File: src/hdl/pdrb_pkg.sv
package pdrb_pkg;

    // Field widths
    localparam int CMD_W    = 3;
    localparam int TIME_W   = 32;
    localparam int LEVEL_W  = 8;
    localparam int RMS_W    = 16;
    localparam int DUTY_W   = 7;
    localparam int MODE_W   = 2;
    localparam int CFG_IDX_W = 2;
    localparam int CFG_DAT_W = 16;

    // Shared divider: Q16 span over a 16-bit divisor
    localparam int DIV_W     = 23;
    localparam int DIVS_W    = 16;
    localparam int DIV_CNT_W = $clog2(DIV_W);

    // Command codes
    localparam logic [CMD_W-1:0] CMD_TICK       = 3'd0;
    localparam logic [CMD_W-1:0] CMD_MANUAL     = 3'd1;
    localparam logic [CMD_W-1:0] CMD_RAMP       = 3'd2;
    localparam logic [CMD_W-1:0] CMD_BREATH_ON  = 3'd3;
    localparam logic [CMD_W-1:0] CMD_BREATH_OFF = 3'd4;
    localparam logic [CMD_W-1:0] CMD_BUTTON     = 3'd5;

    // Mode codes
    localparam logic [MODE_W-1:0] MODE_MANUAL = 2'd0;
    localparam logic [MODE_W-1:0] MODE_RAMP   = 2'd1;
    localparam logic [MODE_W-1:0] MODE_BREATH = 2'd2;

    // Configuration register indexes
    localparam logic [CFG_IDX_W-1:0] CFG_BREATH_PERIOD = 2'd0;
    localparam logic [CFG_IDX_W-1:0] CFG_BREATH_MIN    = 2'd1;
    localparam logic [CFG_IDX_W-1:0] CFG_BREATH_MAX    = 2'd2;
    localparam logic [CFG_IDX_W-1:0] CFG_DEBOUNCE      = 2'd3;

    // Divider operand selects
    localparam logic [1:0] DIV_SEL_RAMP  = 2'd0;
    localparam logic [1:0] DIV_SEL_STEP  = 2'd2;

    // Behavior constants
    localparam logic [15:0]       STEP_PERIOD_MS  = 16'd10;
    localparam logic [3:0]        TABLE_ENTRIES   = 4'd5;
    localparam logic [DUTY_W-1:0] DUTY_MAX        = 7'd100;
    localparam logic [15:0]       RAMP_MIN_MS     = 16'd20;
    localparam logic [15:0]       PERIOD_MIN_MS   = 16'd200;

    // Reciprocal of STEP_PERIOD_MS: (x * STEP_RECIP) >> STEP_RECIP_SHIFT gives
    // x / STEP_PERIOD_MS exactly for any 16-bit x; retune both with the period
    localparam logic [31:0]       STEP_RECIP       = 32'd52429;
    localparam int                STEP_RECIP_SHIFT = 19;

    // Controller to datapath commands
    typedef struct packed {
        logic       load_item;
        logic       exec;
        logic       div_start;
        logic [1:0] div_sel;
        logic       ramp_apply;
        logic       breath_apply;
        logic       out_load;
    } pdrb_cmd_t;

    // Datapath to controller status
    typedef struct packed {
        logic [CMD_W-1:0]  command;
        logic [MODE_W-1:0] mode;
        logic              ramp_end;
        logic              breath_early;
        logic              div_done;
    } pdrb_sts_t;

    // Button duty table; entries past the fifth read full scale
    function automatic logic [DUTY_W-1:0] duty_lookup(input logic [2:0] idx);
        logic [DUTY_W-1:0] d;
        unique case (idx)
            3'd0:    d = 7'd0;
            3'd1:    d = 7'd10;
            3'd2:    d = 7'd30;
            3'd3:    d = 7'd60;
            default: d = 7'd100;
        endcase
        return d;
    endfunction

    function automatic logic [DUTY_W-1:0] duty_sat(input logic [DUTY_W-1:0] d);
        return (d > DUTY_MAX) ? DUTY_MAX : d;
    endfunction

endpackage

File: src/hdl/pdrb_in_if.sv
interface pdrb_in_if;
    import pdrb_pkg::*;

    logic               valid;
    logic               ready;
    logic [CMD_W-1:0]   command;
    logic [TIME_W-1:0]  now_ms;
    logic [LEVEL_W-1:0] level_value;
    logic [RMS_W-1:0]   ramp_ms;

    modport source (output valid, command, now_ms, level_value, ramp_ms, input ready);
    modport sink   (input valid, command, now_ms, level_value, ramp_ms, output ready);
endinterface

File: src/hdl/pdrb_out_if.sv
interface pdrb_out_if;
    import pdrb_pkg::*;

    logic              valid;
    logic              ready;
    logic [DUTY_W-1:0] duty;
    logic [MODE_W-1:0] mode;
    logic              duty_written;

    modport source (output valid, duty, mode, duty_written, input ready);
    modport sink   (input valid, duty, mode, duty_written, output ready);
endinterface

File: src/hdl/pdrb_cfg_if.sv
interface pdrb_cfg_if;
    import pdrb_pkg::*;

    logic                 valid;
    logic                 ready;
    logic [CFG_IDX_W-1:0] index;
    logic [CFG_DAT_W-1:0] data;

    modport source (output valid, index, data, input ready);
    modport sink   (input valid, index, data, output ready);
endinterface

File: src/hdl/pdrb_div.sv
module pdrb_div (
    input  logic                          clk,
    input  logic                          rst_n,
    input  logic                          start,
    input  logic [pdrb_pkg::DIV_W-1:0]    dividend,
    input  logic [pdrb_pkg::DIVS_W-1:0]   divisor,
    output logic                          done,
    output logic [pdrb_pkg::DIV_W-1:0]    quotient
);
    import pdrb_pkg::*;

    logic                 busy_reg, busy_next;
    logic                 done_reg, done_next;
    logic [DIV_CNT_W-1:0] cnt_reg, cnt_next;
    logic [DIVS_W-1:0]    rem_reg, rem_next;
    logic [DIV_W-1:0]     quo_reg, quo_next;
    logic [DIVS_W-1:0]    dvs_reg, dvs_next;

    logic [DIVS_W:0]      trial;
    logic [DIVS_W:0]      trial_diff;
    logic                 fits;

    // One restoring step: shift in the next dividend bit, subtract if it fits
    assign trial      = {rem_reg, quo_reg[DIV_W-1]};
    assign trial_diff = trial - {1'b0, dvs_reg};
    assign fits       = (trial >= {1'b0, dvs_reg});

    always_comb
    begin
        busy_next = busy_reg;
        done_next = 1'b0;
        cnt_next  = cnt_reg;
        rem_next  = rem_reg;
        quo_next  = quo_reg;
        dvs_next  = dvs_reg;
        if (start)
        begin
            busy_next = 1'b1;
            cnt_next  = '0;
            rem_next  = '0;
            quo_next  = dividend;
            dvs_next  = divisor;
        end
        else if (busy_reg)
        begin
            rem_next = fits ? trial_diff[DIVS_W-1:0] : trial[DIVS_W-1:0];
            quo_next = {quo_reg[DIV_W-2:0], fits};
            cnt_next = cnt_reg + 1'b1;
            if (cnt_reg == DIV_CNT_W'(DIV_W - 1))
            begin
                busy_next = 1'b0;
                done_next = 1'b1;
            end
        end
    end

    // Control state
    always_ff @(posedge clk or negedge rst_n)
    begin
        if (!rst_n)
        begin
            busy_reg <= 1'b0;
            done_reg <= 1'b0;
            cnt_reg  <= '0;
        end
        else
        begin
            busy_reg <= busy_next;
            done_reg <= done_next;
            cnt_reg  <= cnt_next;
        end
    end

    // Operands
    always_ff @(posedge clk)
    begin
        rem_reg <= rem_next;
        quo_reg <= quo_next;
        dvs_reg <= dvs_next;
    end

    assign done     = done_reg;
    assign quotient = quo_reg;

endmodule

File: src/hdl/pdrb_dp.sv
module pdrb_dp (
    input  logic                              clk,
    input  logic                              rst_n,
    input  pdrb_pkg::pdrb_cmd_t               cmd,
    output pdrb_pkg::pdrb_sts_t               sts,
    input  logic [pdrb_pkg::CMD_W-1:0]        item_command,
    input  logic [pdrb_pkg::TIME_W-1:0]       item_now_ms,
    input  logic [pdrb_pkg::LEVEL_W-1:0]      item_level_value,
    input  logic [pdrb_pkg::RMS_W-1:0]        item_ramp_ms,
    input  logic                              cfg_we,
    input  logic [pdrb_pkg::CFG_IDX_W-1:0]    cfg_idx,
    input  logic [pdrb_pkg::CFG_DAT_W-1:0]    cfg_data,
    output logic [pdrb_pkg::DUTY_W-1:0]       out_duty,
    output logic [pdrb_pkg::MODE_W-1:0]       out_mode,
    output logic                              out_written
);
    import pdrb_pkg::*;

    // Configuration
    logic [15:0]       period_reg, period_next;
    logic [DUTY_W-1:0] bmin_reg, bmin_next;
    logic [DUTY_W-1:0] bmax_reg, bmax_next;
    logic [7:0]        debounce_reg, debounce_next;

    // Latched request
    logic [CMD_W-1:0]  icmd_reg, icmd_next;
    logic [TIME_W-1:0] now_reg, now_next;
    logic [DUTY_W-1:0] level_reg, level_next;
    logic [RMS_W-1:0]  rms_reg, rms_next;

    // Engine state
    logic [MODE_W-1:0] mode_reg, mode_next;
    logic [DUTY_W-1:0] duty_reg, duty_next;
    logic [DUTY_W-1:0] ramp_from_reg, ramp_from_next;
    logic [DUTY_W-1:0] ramp_to_reg, ramp_to_next;
    logic [TIME_W-1:0] ramp_start_reg, ramp_start_next;
    logic [RMS_W-1:0]  ramp_len_reg, ramp_len_next;
    logic [TIME_W-1:0] br_last_reg, br_last_next;
    logic              br_rising_reg, br_rising_next;
    logic [DIV_W-1:0]  br_level_reg, br_level_next;
    logic [2:0]        btn_idx_reg, btn_idx_next;
    logic [TIME_W-1:0] btn_last_reg, btn_last_next;
    logic              written_reg, written_next;

    // Result payload
    logic [DUTY_W-1:0] out_duty_reg, out_duty_next;
    logic [MODE_W-1:0] out_mode_reg, out_mode_next;
    logic              out_written_reg, out_written_next;

    // Divider hookup
    logic [DIV_W-1:0]  div_dividend;
    logic [DIVS_W-1:0] div_divisor;
    logic              div_done;
    logic [DIV_W-1:0]  div_quo;

    // Ramp terms
    logic [TIME_W-1:0] ramp_dt;
    logic              ramp_end;
    logic              ramp_neg;
    logic [DUTY_W-1:0] ramp_mag;
    logic [DIV_W-1:0]  ramp_prod;
    logic [DUTY_W-1:0] ramp_v;

    // Breathing terms
    logic [TIME_W-1:0] br_dt;
    logic              br_early;
    logic [DUTY_W-1:0] br_hi;
    logic [DUTY_W-1:0] br_span;
    logic [15:0]       br_half;
    logic [15:0]       br_half_sat;
    logic [31:0]       br_recip;
    logic [15:0]       br_steps;
    logic [DIV_W+1:0]  br_hi_q;
    logic [DIV_W+1:0]  br_lo_q;
    logic [DIV_W+1:0]  br_sum;
    logic [DIV_W+1:0]  br_lvl_a;
    logic              br_rise_a;
    logic [DIV_W+1:0]  br_lvl_b;
    logic              br_rise_b;

    // Button terms
    logic [TIME_W-1:0] btn_dt;
    logic [2:0]        btn_inc;
    logic [2:0]        btn_new;

    // Ramp interpolation: |to - from| * dt, sign applied after the divide
    assign ramp_dt   = now_reg - ramp_start_reg;
    assign ramp_end  = (ramp_dt >= {16'b0, ramp_len_reg}) || (ramp_len_reg == '0);
    assign ramp_neg  = (ramp_to_reg < ramp_from_reg);
    assign ramp_mag  = ramp_neg ? (ramp_from_reg - ramp_to_reg) : (ramp_to_reg - ramp_from_reg);
    assign ramp_prod = {16'b0, ramp_mag} * {7'b0, ramp_dt[15:0]};
    assign ramp_v    = ramp_neg ? (ramp_from_reg - div_quo[DUTY_W-1:0])
                                : (ramp_from_reg + div_quo[DUTY_W-1:0]);

    // Breathing limits and step count
    assign br_dt       = now_reg - br_last_reg;
    assign br_early    = (br_dt < {16'b0, STEP_PERIOD_MS});
    assign br_hi       = (bmax_reg > bmin_reg) ? bmax_reg : (bmin_reg + 1'b1);
    assign br_span     = br_hi - bmin_reg;
    assign br_half     = {1'b0, period_reg[15:1]};
    assign br_half_sat = (br_half < STEP_PERIOD_MS) ? STEP_PERIOD_MS : br_half;
    assign br_hi_q     = {2'b0, br_hi, 16'b0};
    assign br_lo_q     = {2'b0, bmin_reg, 16'b0};

    // Steps per half period by reciprocal multiply
    assign br_recip    = {16'b0, br_half_sat} * STEP_RECIP;
    assign br_steps    = 16'(br_recip >> STEP_RECIP_SHIFT);

    // Advance the level one step, then clamp and reverse at either limit
    always_comb
    begin
        br_sum = br_rising_reg ? ({2'b0, br_level_reg} + {2'b0, div_quo})
                               : ({2'b0, br_level_reg} - {2'b0, div_quo});
        if ($signed(br_sum) >= $signed(br_hi_q))
        begin
            br_lvl_a  = br_hi_q;
            br_rise_a = 1'b0;
        end
        else
        begin
            br_lvl_a  = br_sum;
            br_rise_a = br_rising_reg;
        end
        if ($signed(br_lvl_a) <= $signed(br_lo_q))
        begin
            br_lvl_b  = br_lo_q;
            br_rise_b = 1'b1;
        end
        else
        begin
            br_lvl_b  = br_lvl_a;
            br_rise_b = br_rise_a;
        end
    end

    // Button table index
    assign btn_dt  = now_reg - btn_last_reg;
    assign btn_inc = btn_idx_reg + 1'b1;
    assign btn_new = ({1'b0, btn_inc} >= TABLE_ENTRIES) ? 3'd0 : btn_inc;

    // Select divider operands
    always_comb
    begin
        unique case (cmd.div_sel)
            DIV_SEL_RAMP:
            begin
                div_dividend = ramp_prod;
                div_divisor  = ramp_len_reg;
            end
            DIV_SEL_STEP:
            begin
                div_dividend = {br_span, 16'b0};
                div_divisor  = br_steps;
            end
            default:
            begin
                div_dividend = '0;
                div_divisor  = 16'd1;
            end
        endcase
    end

    pdrb_div u_div (
        .clk      (clk),
        .rst_n    (rst_n),
        .start    (cmd.div_start),
        .dividend (div_dividend),
        .divisor  (div_divisor),
        .done     (div_done),
        .quotient (div_quo)
    );

    // Next state
    always_comb
    begin
        period_next      = period_reg;
        bmin_next        = bmin_reg;
        bmax_next        = bmax_reg;
        debounce_next    = debounce_reg;
        icmd_next        = icmd_reg;
        now_next         = now_reg;
        level_next       = level_reg;
        rms_next         = rms_reg;
        mode_next        = mode_reg;
        duty_next        = duty_reg;
        ramp_from_next   = ramp_from_reg;
        ramp_to_next     = ramp_to_reg;
        ramp_start_next  = ramp_start_reg;
        ramp_len_next    = ramp_len_reg;
        br_last_next     = br_last_reg;
        br_rising_next   = br_rising_reg;
        br_level_next    = br_level_reg;
        btn_idx_next     = btn_idx_reg;
        btn_last_next    = btn_last_reg;
        written_next     = written_reg;
        out_duty_next    = out_duty_reg;
        out_mode_next    = out_mode_reg;
        out_written_next = out_written_reg;

        // Take configuration writes, saturated
        if (cfg_we)
        begin
            unique case (cfg_idx)
                CFG_BREATH_PERIOD:
                    period_next = (cfg_data < PERIOD_MIN_MS) ? PERIOD_MIN_MS : cfg_data;
                CFG_BREATH_MIN:
                    bmin_next = duty_sat(cfg_data[DUTY_W-1:0]);
                CFG_BREATH_MAX:
                    bmax_next = duty_sat(cfg_data[DUTY_W-1:0]);
                CFG_DEBOUNCE:
                    debounce_next = cfg_data[7:0];
                default:
                    debounce_next = debounce_reg;
            endcase
        end

        // Latch the request, clamp the level
        if (cmd.load_item)
        begin
            icmd_next    = item_command;
            now_next     = item_now_ms;
            level_next   = (item_level_value > {1'b0, DUTY_MAX}) ? DUTY_MAX
                                                               : item_level_value[DUTY_W-1:0];
            rms_next     = item_ramp_ms;
            written_next = 1'b0;
        end

        // Commands that finish without the divider
        if (cmd.exec)
        begin
            unique case (icmd_reg)
                CMD_TICK:
                begin
                    if (mode_reg == MODE_RAMP)
                    begin
                        mode_next    = MODE_MANUAL;
                        duty_next    = ramp_to_reg;
                        written_next = 1'b1;
                    end
                end
                CMD_MANUAL:
                begin
                    mode_next    = MODE_MANUAL;
                    duty_next    = level_reg;
                    written_next = 1'b1;
                end
                CMD_RAMP:
                begin
                    mode_next       = MODE_RAMP;
                    ramp_from_next  = duty_reg;
                    ramp_to_next    = level_reg;
                    ramp_start_next = now_reg;
                    ramp_len_next   = (rms_reg < RAMP_MIN_MS) ? RAMP_MIN_MS : rms_reg;
                end
                CMD_BREATH_ON:
                begin
                    mode_next      = MODE_BREATH;
                    br_last_next   = now_reg;
                    br_rising_next = 1'b1;
                    br_level_next  = {bmin_reg, 16'b0};
                    duty_next      = bmin_reg;
                    written_next   = 1'b1;
                end
                CMD_BREATH_OFF:
                    mode_next = MODE_MANUAL;
                CMD_BUTTON:
                begin
                    if (btn_dt >= {24'b0, debounce_reg})
                    begin
                        btn_last_next = now_reg;
                        btn_idx_next  = btn_new;
                        mode_next     = MODE_MANUAL;
                        duty_next     = duty_lookup(btn_new);
                        written_next  = 1'b1;
                    end
                end
                default:
                    written_next = written_reg;
            endcase
        end

        // Apply the interpolated ramp level
        if (cmd.ramp_apply)
        begin
            duty_next    = duty_sat(ramp_v);
            written_next = 1'b1;
        end

        // Apply one breathing step
        if (cmd.breath_apply)
        begin
            br_last_next   = br_last_reg + {16'b0, STEP_PERIOD_MS};
            br_level_next  = br_lvl_b[DIV_W-1:0];
            br_rising_next = br_rise_b;
            duty_next      = duty_sat(br_lvl_b[DIV_W-1:16]);
            written_next   = 1'b1;
        end

        // Capture the result
        if (cmd.out_load)
        begin
            out_duty_next    = duty_reg;
            out_mode_next    = mode_reg;
            out_written_next = written_reg;
        end
    end

    // Engine state and configuration
    always_ff @(posedge clk or negedge rst_n)
    begin
        if (!rst_n)
        begin
            period_reg     <= 16'd2000;
            bmin_reg       <= 7'd0;
            bmax_reg       <= 7'd100;
            debounce_reg   <= 8'd30;
            mode_reg       <= MODE_MANUAL;
            duty_reg       <= '0;
            ramp_from_reg  <= '0;
            ramp_to_reg    <= '0;
            ramp_start_reg <= '0;
            ramp_len_reg   <= '0;
            br_last_reg    <= '0;
            br_rising_reg  <= 1'b1;
            br_level_reg   <= '0;
            btn_idx_reg    <= '0;
            btn_last_reg   <= '0;
            written_reg    <= 1'b0;
        end
        else
        begin
            period_reg     <= period_next;
            bmin_reg       <= bmin_next;
            bmax_reg       <= bmax_next;
            debounce_reg   <= debounce_next;
            mode_reg       <= mode_next;
            duty_reg       <= duty_next;
            ramp_from_reg  <= ramp_from_next;
            ramp_to_reg    <= ramp_to_next;
            ramp_start_reg <= ramp_start_next;
            ramp_len_reg   <= ramp_len_next;
            br_last_reg    <= br_last_next;
            br_rising_reg  <= br_rising_next;
            br_level_reg   <= br_level_next;
            btn_idx_reg    <= btn_idx_next;
            btn_last_reg   <= btn_last_next;
            written_reg    <= written_next;
        end
    end

    // Request and result payload
    always_ff @(posedge clk)
    begin
        icmd_reg        <= icmd_next;
        now_reg         <= now_next;
        level_reg       <= level_next;
        rms_reg         <= rms_next;
        out_duty_reg    <= out_duty_next;
        out_mode_reg    <= out_mode_next;
        out_written_reg <= out_written_next;
    end

    assign sts.command      = icmd_reg;
    assign sts.mode         = mode_reg;
    assign sts.ramp_end     = ramp_end;
    assign sts.breath_early = br_early;
    assign sts.div_done     = div_done;

    assign out_duty    = out_duty_reg;
    assign out_mode    = out_mode_reg;
    assign out_written = out_written_reg;

endmodule

File: src/hdl/pdrb_ctrl.sv
module pdrb_ctrl (
    input  logic                  clk,
    input  logic                  rst_n,
    input  logic                  in_valid,
    output logic                  in_ready,
    output logic                  out_valid,
    input  logic                  out_ready,
    input  pdrb_pkg::pdrb_sts_t   sts,
    output pdrb_pkg::pdrb_cmd_t   cmd
);
    import pdrb_pkg::*;

    localparam logic [2:0] S_IDLE      = 3'd0;
    localparam logic [2:0] S_EXEC      = 3'd1;
    localparam logic [2:0] S_DIV_RAMP  = 3'd2;
    localparam logic [2:0] S_DIV_STEP  = 3'd4;
    localparam logic [2:0] S_DONE      = 3'd5;

    logic [2:0] state_reg, state_next;
    logic       out_valid_reg, out_valid_next;
    logic       in_fire;
    logic       is_tick;

    assign in_ready = (state_reg == S_IDLE);
    assign in_fire  = in_valid && in_ready;
    assign is_tick  = (sts.command == CMD_TICK);

    // Sequence one request through decode, divide and result capture
    always_comb
    begin
        cmd        = '0;
        cmd.div_sel = DIV_SEL_RAMP;
        state_next = state_reg;
        unique case (state_reg)
            S_IDLE:
            begin
                if (in_valid)
                begin
                    cmd.load_item = 1'b1;
                    state_next    = S_EXEC;
                end
            end
            S_EXEC:
            begin
                priority if (is_tick && (sts.mode == MODE_RAMP) && !sts.ramp_end)
                begin
                    cmd.div_start = 1'b1;
                    cmd.div_sel   = DIV_SEL_RAMP;
                    state_next    = S_DIV_RAMP;
                end
                else if (is_tick && (sts.mode == MODE_BREATH) && !sts.breath_early)
                begin
                    cmd.div_start = 1'b1;
                    cmd.div_sel   = DIV_SEL_STEP;
                    state_next    = S_DIV_STEP;
                end
                else
                begin
                    cmd.exec   = 1'b1;
                    state_next = S_DONE;
                end
            end
            S_DIV_RAMP:
            begin
                if (sts.div_done)
                begin
                    cmd.ramp_apply = 1'b1;
                    state_next     = S_DONE;
                end
            end
            S_DIV_STEP:
            begin
                if (sts.div_done)
                begin
                    cmd.breath_apply = 1'b1;
                    state_next       = S_DONE;
                end
            end
            S_DONE:
            begin
                if (!out_valid_reg || out_ready)
                begin
                    cmd.out_load = 1'b1;
                    state_next   = S_IDLE;
                end
            end
            default:
                state_next = S_IDLE;
        endcase
    end

    // Hold the result until taken
    always_comb
    begin
        if (cmd.out_load)
            out_valid_next = 1'b1;
        else if (out_ready)
            out_valid_next = 1'b0;
        else
            out_valid_next = out_valid_reg;
    end

    always_ff @(posedge clk or negedge rst_n)
    begin
        if (!rst_n)
        begin
            state_reg     <= S_IDLE;
            out_valid_reg <= 1'b0;
        end
        else
        begin
            state_reg     <= state_next;
            out_valid_reg <= out_valid_next;
        end
    end

    assign out_valid = out_valid_reg;

    a_accept_to_exec: assert property (@(posedge clk) disable iff (!rst_n)
        in_fire |=> (state_reg == S_EXEC))
        else $error("accepted request did not move to decode");

    a_no_overwrite: assert property (@(posedge clk) disable iff (!rst_n)
        cmd.out_load |-> (!out_valid_reg || out_ready))
        else $error("result overwritten before it was taken");

    a_done_when_waiting: assert property (@(posedge clk) disable iff (!rst_n)
        sts.div_done |-> ((state_reg == S_DIV_RAMP) || (state_reg == S_DIV_STEP)))
        else $error("divider finished with no divide pending");

    a_result_held: assert property (@(posedge clk) disable iff (!rst_n)
        (out_valid_reg && !out_ready) |=> out_valid_reg)
        else $error("result dropped before it was taken");

endmodule

File: src/hdl/pwm_duty_ramp_breath_engine.sv
// PWM duty engine with manual, linear ramp and triangular breathing modes.
// Each request on item carries a command and a millisecond timestamp and
// yields exactly one result on result (duty, mode, duty_written). Requests
// are handled one at a time; a new request is taken while the previous
// result still waits. Set manual, start ramp, breath on/off, button and
// ticks that need no arithmetic finish without the divider. A ramp tick
// or a breathing step goes through the shared 23-step
// restoring divider (one divide for the ramp level or for the breathing step
// size; the breathing step count comes from a reciprocal multiply). A result
// left waiting holds off the request after the next one. Configuration
// writes on cfg are always taken and must only be issued while no request is
// in flight.
module pwm_duty_ramp_breath_engine (
    input logic         clk,
    input logic         rst_n,
    pdrb_in_if.sink     item,
    pdrb_out_if.source  result,
    pdrb_cfg_if.sink    cfg
);
    import pdrb_pkg::*;

    pdrb_cmd_t cmd;
    pdrb_sts_t sts;

    assign cfg.ready = 1'b1;

    pdrb_ctrl u_ctrl (
        .clk       (clk),
        .rst_n     (rst_n),
        .in_valid  (item.valid),
        .in_ready  (item.ready),
        .out_valid (result.valid),
        .out_ready (result.ready),
        .sts       (sts),
        .cmd       (cmd)
    );

    pdrb_dp u_dp (
        .clk              (clk),
        .rst_n            (rst_n),
        .cmd              (cmd),
        .sts              (sts),
        .item_command     (item.command),
        .item_now_ms      (item.now_ms),
        .item_level_value (item.level_value),
        .item_ramp_ms     (item.ramp_ms),
        .cfg_we           (cfg.valid),
        .cfg_idx          (cfg.index),
        .cfg_data         (cfg.data),
        .out_duty         (result.duty),
        .out_mode         (result.mode),
        .out_written      (result.duty_written)
    );

endmodule
File: src/flat_wrapper.sv
// flat-port wrapper written by rule: the top's interface ports become plain ports
module pwm_duty_ramp_breath_engine_flat import pdrb_pkg::*;
  (clk, rst_n, item_valid, item_command, item_now_ms, item_level_value, item_ramp_ms, item_ready, result_valid, result_duty, result_mode, result_duty_written, result_ready, cfg_valid, cfg_index, cfg_data, cfg_ready);
  pdrb_in_if item_i ();
  pdrb_out_if result_i ();
  pdrb_cfg_if cfg_i ();
  input logic clk;
  input logic rst_n;
  input wire logic [$bits(item_i.valid)-1:0] item_valid;
  input wire logic [$bits(item_i.command)-1:0] item_command;
  input wire logic [$bits(item_i.now_ms)-1:0] item_now_ms;
  input wire logic [$bits(item_i.level_value)-1:0] item_level_value;
  input wire logic [$bits(item_i.ramp_ms)-1:0] item_ramp_ms;
  output wire logic [$bits(item_i.ready)-1:0] item_ready;
  output wire logic [$bits(result_i.valid)-1:0] result_valid;
  output wire logic [$bits(result_i.duty)-1:0] result_duty;
  output wire logic [$bits(result_i.mode)-1:0] result_mode;
  output wire logic [$bits(result_i.duty_written)-1:0] result_duty_written;
  input wire logic [$bits(result_i.ready)-1:0] result_ready;
  input wire logic [$bits(cfg_i.valid)-1:0] cfg_valid;
  input wire logic [$bits(cfg_i.index)-1:0] cfg_index;
  input wire logic [$bits(cfg_i.data)-1:0] cfg_data;
  output wire logic [$bits(cfg_i.ready)-1:0] cfg_ready;
  assign item_i.valid = item_valid;
  assign item_i.command = item_command;
  assign item_i.now_ms = item_now_ms;
  assign item_i.level_value = item_level_value;
  assign item_i.ramp_ms = item_ramp_ms;
  assign item_ready = item_i.ready;
  assign result_valid = result_i.valid;
  assign result_duty = result_i.duty;
  assign result_mode = result_i.mode;
  assign result_duty_written = result_i.duty_written;
  assign result_i.ready = result_ready;
  assign cfg_i.valid = cfg_valid;
  assign cfg_i.index = cfg_index;
  assign cfg_i.data = cfg_data;
  assign cfg_ready = cfg_i.ready;
  pwm_duty_ramp_breath_engine u_core (.clk(clk), .rst_n(rst_n), .item(item_i), .result(result_i), .cfg(cfg_i));
endmodule
File: config.mk
export PLATFORM = sky130hd
export DESIGN_NAME = pwm_duty_ramp_breath_engine_flat
export DESIGN_NICKNAME = d
export VERILOG_FILES = /design/src/hdl/pdrb_pkg.sv /design/src/hdl/pdrb_in_if.sv /design/src/hdl/pdrb_out_if.sv /design/src/hdl/pdrb_cfg_if.sv /design/src/hdl/pdrb_div.sv /design/src/hdl/pdrb_dp.sv /design/src/hdl/pdrb_ctrl.sv /design/src/hdl/pwm_duty_ramp_breath_engine.sv /design/src/flat_wrapper.sv
export SDC_FILE = /design/constraint.sdc
export NUM_CORES = 2
export LEC_CHECK = 0
export BUFFER_PORTS_ARGS = -buffer_cell sky130_fd_sc_hd__buf_2
export CAP_MARGIN = 15
export CORE_UTILIZATION = 51
export CTS_CLUSTER_SIZE = 20
export DETAILED_ROUTE_END_ITERATION = 7
export PLACE_DENSITY = 0.7
export SYNTH_ARGS = -nofsm -noshare
export SYNTH_HDL_FRONTEND = slang
export SYNTH_HIERARCHICAL = 1
export SYNTH_SLANG_ARGS = --single-unit
export TNS_END_PERCENT = 50
File: constraint.sdc
create_clock -name clk -period 7.3 [get_ports clk]
set_input_delay 0.73 -clock clk [delete_from_list [all_inputs] [get_ports clk]]
set_output_delay 0.73 -clock clk [all_outputs]
set_load 0.03 [all_outputs]
==> metrics.md <==
| Metric | Value |
|---|---|
| Status | `complete, but fails checks` |
| Violated checks | `setup timing` |
| Post-Syn Area | `31900 µm²` |
| I/O Pins | `95` |
| Async S/R FF share, synth | `0.632` |
| Post-route worst setup slack | `-0.0807 ns` |
| Sink Count | `334` |
| Max-slew violations | `0` |
| Post-synthesis adder-cell area fraction | `0.238` |
| CP max FO | `7` |
| WL met2 | `42.3 mm` |
| Register area share after synthesis | `0.277` |
| Dpl hpwl | `69.5 mm` |
| Post-synthesis mux area share | `0.0290` |
| Minimum clock period | `7.38 ns` |
| Largest net degree at the start of global routing | `148` |
| Final wirelength | `89.6 mm` |
| CP max stage cell | `fa_1` |
| Metal1 wirelength | `39.0 mm` |
| Synth Area in XOR/XNOR | `0.0349` |
| Worst skew pair latency | `0.58 ns` |
| Core Box Area | `61700 µm²` |
| Critical Path Max Stage Delay | `0.60 ns` |
| Largest family of logic cells by synthesized area | `adder cells` |
| Fill cell count | `5512` |
| DRT antenna net count | `0` |
| CTS Hold Bufs | `0` |
| Drt pass-1 iters | `8` |
| Worst clock skew | `0.0258 ns` |
| Avg Vias per Cell | `5.81` |
| Fmax | `135 MHz` |
| Syn Inst Count | `3649` |
| Syn_nets | `4254` |
| Synth area leaders | `dfrtp_1, ha_1, edfxtp_1` |
| Placement Cell Area | `34200 µm²` |
| Vias in the first global route | `26.4k` |
| Final number of hold-violating endpoints | `0` |
| Post-route clock period utilization | `1.01` |
| Port Buffers | `93` |
| Die Span X | `252 µm` |
| Max Used Layer | `met4` |
| First-pass GRT wire length | `142 mm` |
| Post-synthesis simple-gate area fraction | `0.158` |
| Finished Cell Area | `36200 µm²` |
| Dpl ws | `-0.298 ns` |
| Via count | `27.3k` |
| Setup crit start kind | `register` |
| Yosys cell types | `100` |
| Setup CP Type | `reg2reg` |
| Crit path DAT | `7.69 ns` |
| Total grt overflow | `0` |
| Iter 0 DRT Violations | `1745` |
| CTS tree | `yes` |
| Rel. slew slack | `0.316` |
| RSZ-0062 raised after global routing | `true` |
| Initial antenna violation count | `1` |
| Max-Cap Viols | `0` |
| Compound-gate portion of the synthesized area | `0.193` |
| Leading area contributor after synthesis | `dfrtp_1` |
| Antenna diodes | `0` |
| Clk slew on worst S/H paths | `0.06 ns` |
| Reg-to-Reg End | `u_core/u_dp/u_div/quotient[21]` |
| Cts bufs inserted | `41` |
| # H-tree levels | `2` |
| Core Rows | `91` |
| WL met3 | `5.00 mm` |
| Total GRT Usage | `0.281` |
| DR WL/cell | `19.1 µm` |
| Post-route DRC violation count | `0` |
| Setup crit end kind | `register` |
| CTS root buf | `clkbuf_16` |
| Worst R2R Setup Slack | `-0.08 ns` |
| Max Root-Sink Buffers | `3` |
| GP Congestion | `0.957` |
| Share of cells above drive strength 1 | `0.139` |
| Starting Density | `0.517` |
| P&R area growth vs syn | `13.5%` |
| Die area | `63600 µm²` |
| Reg2reg path depth | `35` |
| Die height | `252 µm` |
| Worst-Margin Slew | `1.02 ns` |
| Yosys reg bits | `334` |
| Post-synth EDFFs | `107` |
| Synth warn | `6` |
| Crit path required time | `7.61 ns` |
| Predominant post-synthesis flop cell | `dfrtp_1` |
| Setup violations, final | `3` |
| Top-area cell type share of the netlist area | `0.155` |
| Layout Nets | `4430` |
| R2r startpoint | `u_core/u_dp/ramp_from_reg[1]` |
| Syn Area/Cell | `8.74 µm²` |
| Hold Path Class | `in2async` |
[final cells by class]
type                       count  area (µm²)  share of cell area
clock inverter                28         317             0.00875
inverter                     459        1730              0.0477
sequential                   334        8830               0.244
tap                          837        1050              0.0289
timing repair buffer         263        1820              0.0503
clock buffer                  48        1130              0.0311
multi-input combinational   2726       21300               0.589
[layout by cell type (no fill, tap or decap), drive strengths merged, types with 60 or more instances in the layout]
| cell | n |
|---|---|
| a21o | 60 |
| a21oi | 227 |
| buf | 263 |
| dfrtp | 197 |
| edfxtp | 107 |
| fa | 138 |
| ha | 385 |
| inv | 458 |
| nand2 | 348 |
| nand3 | 62 |
| nor2 | 222 |
| nor3 | 71 |
| o21ai | 270 |
| xnor2 | 89 |
[Yosys cell counts, types with 59 or more instances]
cell type and count:
a21oi_1 225, inv_1 455, nor3_1 70, o21ai_0 266, nor2_1 222, nand3_1 62, edfxtp_1 107, dfrtp_1 197
ha_1 385, nand2_1 348, fa_1 138, a21o_1 59, clkbuf_1 99, xnor2_1 89
[per-stage QoR]
stage	util	TNS [ns]	cells	hold WS (ns)
6_report	0.586	-0.187	4695	0.0826
5_1_grt	0.586	-1.90	4695	0.125
3_3_place_gp	0.553	-0.566	4602	0.447
4_1_cts	0.580	-0.161	4683	0.115
3_5_place_dp	0.553	-1.11	4602	0.456
2_1_floorplan	-	0	3649	0.426
[timing repair]
action,4_1_cts,5_1_grt
pin swaps,37,45
setup buffers,7,11
endpoints found under the setup margin,8,65
gates resized for setup,32,70
[layer usage]
layer | up-vias | track usage
li1 | 13212 | -
met1 | 13124 | 0.372
met2 | 801 | 0.470
met3 | 163 | 0.0357
met4 | 0 | 0.101
met5 | - | 0
[critical path: cells and delay by family, from the launching register on]
family                     cells  cell delay, ns
muxes                          2            0.47
and+or+nand+nor                6            0.72
DFF                            1            0.40
AOI/OAI and AO/OA             14            2.09
buffers and inverters          5            0.51
xor gates and xnor gates       2            0.31
adders and majority gates      6            2.61
[cells by family (layout without fill, tap and decap cells)]
family | count (synthesis) | count (layout)
buffers and inverters | 589 | 798
adders and majority gates | 523 | 523
other | 2 | 2
AOI/OAI and AO/OA | 954 | 954
DFF | 334 | 334
muxes | 86 | 86
and+or+nand+nor | 1034 | 1034
xor gates and xnor gates | 127 | 127
[worst max path at each step]
stage / end / slack [ns] / cells past startpoint / startpoint
finish: u_core/u_dp/u_div/quotient[21] / -0.08 / 35 / u_core/u_dp/ramp_from_reg[1]
global route: u_core/u_dp/u_div/quotient[21] / -0.40 / 35 / u_core/u_dp/ramp_from_reg[1]
CTS: u_core/u_dp/u_div/quotient[22] / -0.1 / 35 / u_core/u_dp/ramp_from_reg[1]
detailed placement: u_core/u_dp/u_div/quotient[21] / -0.30 / 34 / u_core/u_dp/ramp_from_reg[1]
global placement: u_core/u_dp/u_div/quotient[22] / -0.21 / 34 / u_core/u_dp/ramp_from_reg[1]
floorplan: u_core/u_dp/u_div/quotient[21] / 0.009 / 32 / u_core/u_dp/ramp_from_reg[1]
Power is left out: the tool's default activity adds up to more than one toggle a clock period on the data nets, which glitch-free logic cannot reach.
